<file path="config.mk">
export PLATFORM = sky130hd
export DESIGN_NAME = bgh_front
export DESIGN_NICKNAME = d
export VERILOG_FILES = /design/src/bgh_pkg.sv /design/src/bgh_front.sv
export SDC_FILE = /design/constraint.sdc
export NUM_CORES = 1
export LEC_CHECK = 0
export BUFFER_PORTS_ARGS = -buffer_cell sky130_fd_sc_hd__buf_2
export CORE_ASPECT_RATIO = 1.4
export CORE_MARGIN = 2
export CORE_UTILIZATION = 40
export DETAILED_ROUTE_END_ITERATION = 16
export PLACE_DENSITY = 0.68
export SLEW_MARGIN = 20
export SYNTH_ARGS = -nofsm -noshare
export SYNTH_HDL_FRONTEND = slang
export SYNTH_SLANG_ARGS = --single-unit
</file>
<file path="constraint.sdc">
create_clock -name clk_i -period 13.8 [get_ports clk_i]
set_input_delay 1.38 -clock clk_i [delete_from_list [all_inputs] [get_ports clk_i]]
set_output_delay 1.38 -clock clk_i [all_outputs]
set_load 0.02 [all_outputs]
</file>
<file path="src/bgh_pkg.sv">
// ----------------------------------------------------------------------------
// bgh_pkg
// Shared types and codes for the bimodal / skewed global hybrid predictor.
// ----------------------------------------------------------------------------
package bgh_pkg;

  typedef enum logic [2:0] {
    KIND_LOOKUP  = 3'd0,
    KIND_UNCOND  = 3'd1,
    KIND_RESOLVE = 3'd2,
    KIND_RESTORE = 3'd3,
    KIND_BTB_MISS = 3'd4
  } kind_e;

  localparam int unsigned AddrBits = 48;
  localparam int unsigned SnapBits = 16;

  typedef struct packed {
    logic [2:0]          kind;
    logic [AddrBits-1:0] pc;
    logic [2:0]          slot;
    logic                only_local;
    logic                outcome_taken;
    logic                was_squashed;
    logic [SnapBits-1:0] saved_history;
    logic                saved_local_pred;
    logic                saved_global_pred;
    logic                saved_global_used;
    logic [2:0]          saved_votes;
    logic                saved_valid;
  } item_t;

  // handshake between the queue and the execution side
  typedef struct packed {
    logic pop;
    logic clearing;
  } back_ctl_t;

endpackage

</file>
<file path="src/bgh_front.sv">
// ----------------------------------------------------------------------------
// bgh_front
// Request intake: a two-entry queue that decouples acceptance from execution.
// ----------------------------------------------------------------------------
module bgh_front (
  input  logic           clk_i,
  input  logic           rst_ni,
  input  logic           push_i,
  input  bgh_pkg::item_t item_i,
  input  logic           pop_i,
  output logic           full_o,
  output logic           empty_o,
  output bgh_pkg::item_t item_o
);
  import bgh_pkg::*;

  item_t       buf_q [2];
  logic        wptr_q, wptr_d;
  logic        rptr_q, rptr_d;
  logic [1:0]  cnt_q, cnt_d;
  logic        do_pop;

  assign full_o  = (cnt_q == 2'd2);
  assign empty_o = (cnt_q == 2'd0);
  assign item_o  = buf_q[rptr_q];
  assign do_pop  = pop_i & ~empty_o;

  always_comb begin
    wptr_d = push_i ? ~wptr_q : wptr_q;
    rptr_d = do_pop ? ~rptr_q : rptr_q;
    cnt_d  = cnt_q + {1'b0, push_i} - {1'b0, do_pop};
  end

  always_ff @(posedge clk_i or negedge rst_ni) begin
    if (!rst_ni) begin
      wptr_q <= 1'b0;
      rptr_q <= 1'b0;
      cnt_q  <= 2'd0;
    end else begin
      wptr_q <= wptr_d;
      rptr_q <= rptr_d;
      cnt_q  <= cnt_d;
    end
  end

  always_ff @(posedge clk_i) begin
    if (push_i) begin
      buf_q[wptr_q] <= item_i;
    end
  end

endmodule

</file>
# Yosys cells after proc, flatten, opt, wreduce, memory -nomap -nowiden
# Memory sizes are Yosys's and may differ from the RTL's.
# Index checks and enable logic that the tools add are counted.
# totals
ff_bits,4
ramBits,160
input_bits,84
out_inout_bits,82
word_cells,14
mem_count,1
# memory_table
name,words,width,read_ports,rd_clocked_by_memory_dff,write_ports,line_no,source
buf_q,2,80,1,0,1,bgh_front.sv:17,item_t buf_q [2];
# classes
addsub,2
eq_ne,1
mux,2
bitwise,4
n_reduce_logical,1
# op_table
op,n
$not A1 Y1,3
$add A2 B1 Y2,1
$eq A2 B2 Y1 const B,1
$logic_not A2 Y1,1
$mux W1,2
$sub A2 B1 Y2,1
$and A1 B1 Y1,1

# Depth between registers and ports, before layout
# logic_depth
word_depth,4
ltp_mapped,6
ltp_nobuf,6

# Worst setup path after synthesis
# No wires, ideal clock.
# synth_timing
kind,input port to flip-flop
start,input port push_i
end,"memory buf_q[0][0] (netlist bit), enable pin"
setup_ns,0.528
arrival_ns,4.878
t_required_ns,13.272
setup_slack_ns,8.394
cell_stages,1
path_buffers,0
cell_sequence,nor2b_1
# synth_between
elab_chain_cells,2
# synth_rtl
item,line_no,source
"start, declared",bgh_front.sv:8,"input logic push_i,"
$mux W1,bgh_front.sv:47,if (push_i) begin
$mux W1 (implied by the code),bgh_front.sv:48,buf_q[wptr_q] <= item_i;
"end, declared",bgh_front.sv:17,
# No other way between the ends.

==> impl_results.md <==
* Status: finished clean
* Layout Nets at 530
* Final WL at 10550 um
* Gate power share at 32.9%
* Final Hold Viols at 0
* Post-Syn Instances at 266
* Vias at 3015
* I/O Buffers at 165
* Worst setup path start: rptr_q
* Starting Density at 40.82%
* Cts hold-fix bufs at 0
* Synth top area cells: edfxtp_1, mux2_4, buf_12
* Pint at 1.164 mW
* Sw Ratio at 32.32%
* Max clock buf depth at 2
* Final period utilization at 29.29%
* Synth Net Count at 352
* Post-route ant nets at 0
* Setup tns final at 0 ps
* Initial DRC Count at 106
* Leak at 3.196 nW
* #FFs+latches synth at 164
* H-tree depth at 4
* Yosys top cell by area: edfxtp_1
* Power Dens Cells at 218.0 mW/mm2
* Crit path max fanout at 50
* Max-cap violations at 0
* Final HPWL DP at 6891 um
* Final Util at 50.52%
* CTS Buf Count at 17
* Max VDD drop at 0.1390 mV
* Slowest stage cell, crit path: dfrtp_4
* Post-CTS setup buffers at 0
* WS Path Type: register to output port
* HP Start: wptr_q
* Worst-skew pair later-pin latency at 410 ps
* ANT cells at 0
* Wire per inst at 16.16 um
* Gr usage total at 12.70%
* Drc violations at 0
* Initial antenna violation count at 3
* Area fraction of the dominant cell type after synthesis at 75.41%
* Crit. End Element: output port
* Post-synthesis sequential area ratio at 76.98%
* Max stage delay on crit path at 830 ps
* Count of pins over their slew limit at 0
* Net switching power at 0.5556 mW
* Io pins at 166
* Die ar. at 0.01697 mm2
* Fin Clk Skew at 5.722 ps
* Die Y at 153.3 um
* First-pass GRT wire length at 16680 um
* Vias in the first global route at 3237
* Final setup violation count at 0
* Worst EP arrival at 2660 ps
* Layout cells sized above 1 at 61.71%
* Fmax at 247.4 MHz
* R2R Setup Slk at 11590 ps
* Fillers at 1298
* Synth cell count leaders: edfxtp_1, mux2_4, buf_12
* Critical path cell sequence: buf_4, mux2_2, buf_2
* Clock sinks at 164
* Gp weighted congestion at 0.6506
* Pin count of the biggest net entering global routing at 81
* Post-Syn Area at 0.006371 mm2
* Clock share of power at 25.6%
* Slew margin rel. at 38.44%
* Area growth syn-to-layout at 23.76%
* Ys flop type: edfxtp_1
* Worst setup SP type: register
* Core area at 0.01561 mm2
* TritonRoute pass-1 iters at 4
* RSZ-0062 raised after global routing: no
* Least-Margin Pin Slew at 923.4 ps
* GR Overflow Total at 0
* Syn avg cell area at 23.95 um2
* Worst Path Required at 12420 ps
* Clock Pin Slew Worst Setup and Hold Paths at 60 ps
* Vias per Instance at 4.617
* CTS tree: yes
* Clock root buffer: clkbuf_16
* Async S/R FF share, synth at 2.439%
* Rows at 54
* PostCTS Resize Cnt at 0
* Worst min-delay path class: register to register
* Final hold slack at 553.6 ps
* Most frequent cell after synthesis: edfxtp_1
* Distinct cells, synth at 14
* Die width at 110.7 um
* Final min period at 4042 ps
* Synth Warn # at 0
* Critical R2R Launch: wptr_q
* EDFF count, synth at 160
* Reg power frac at 41.5%
[routing by layer]
layer	part of all wire [%]	vias to the layer above	GRT usage (%)
met5	0.37	-	0
met4	2.4	6	5.595
met3	6.3	21	4.481
met2	52	105	22.44
met1	38	1469	13.68
li1	-	1414	-
[stage by stage]
step / instances / worst slack, ps / total power, mW / instance area (um2)
2_1_floorplan: 266 / 8394 / 1.186 / 6371
3_3_place_gp: 620 / 10170 / 1.287 / 7300
3_5_place_dp: 620 / 10110 / 1.301 / 7300
4_1_cts: 652 / 9662 / 1.745 / 7865
5_1_grt: 653 / 9604 / 1.801 / 7885
6_report: 653 / 9758 / 1.719 / 7885
[cell usage in the layout, fill, tap and decap left out, types with 2 or more instances in the layout]
cell	instances
buf_2	165
edfxtp_1	160
mux2_4	79
clkbuf_16	17
inv_6	6
inv_8	4
clkinvlp_4	3
dfrtp_1	3
inv_1	2
xnor2_1	2
xor2_1	2
ha_1	2
buf_4	2
[worst max-delay path, delay by kind of cell (launching register included)]
family	cells	cell delay, ps
buffers and inverters	2	960
flip-flops	1	830
multiplexers	1	420
[flip-flops by register name, indices dropped and copies added, names as in the netlist]
name / count
cnt_q: 2
rptr_q: 1
wptr_q: 1
buf_q: 160
[power groups by stage]
stage	Sequential (mW)	Clock, mW	Combinational, mW
global route	0.723	0.477	0.601
CTS	0.718	0.454	0.574
finish	0.713	0.441	0.565
floorplan	0.700	0	0.486
detailed placement	0.728	0	0.573
global placement	0.721	0	0.567
[final cells by class]
cell class / count / area [um2] / area share [%]
Sequential cell: 164 / 4908 / 62.25
Clock buffer: 17 / 425.4 / 5.395
Clock inverter: 15 / 140.1 / 1.777
Multi-Input combinational cell: 91 / 1297 / 16.46
Inverter: 2 / 7.507 / 0.09521
Timing Repair Buffer: 168 / 860.8 / 10.92
Tap cell: 196 / 245.2 / 3.110
[logic make-up after synthesis]
kind of cell    count (synthesis)  share of synthesized area [%]
fa+ha+maj                       2                         0.3927
mux                            80                          18.79
flops                         164                          76.98
xor+xnor                        4                         0.5500
compound gates                  1                         0.1179
buf+inv                        11                          2.808
simple gates                    4                         0.3535
[worst paths after layout]
| kind | cells past startpoint | endpoint |
|---|---|---|
| worst min register to register | 1 | wptr_q |
| worst min-delay path | 1 | wptr_q |
| max in group asynchronous | 1 | rptr_q |
| worst max-delay path | 3 | item_o[79] |
| worst max register to register | 2 | buf_q[0][27] |
| min in group asynchronous | 1 | cnt_q[1] |
(Power assumes the default switching activity.)
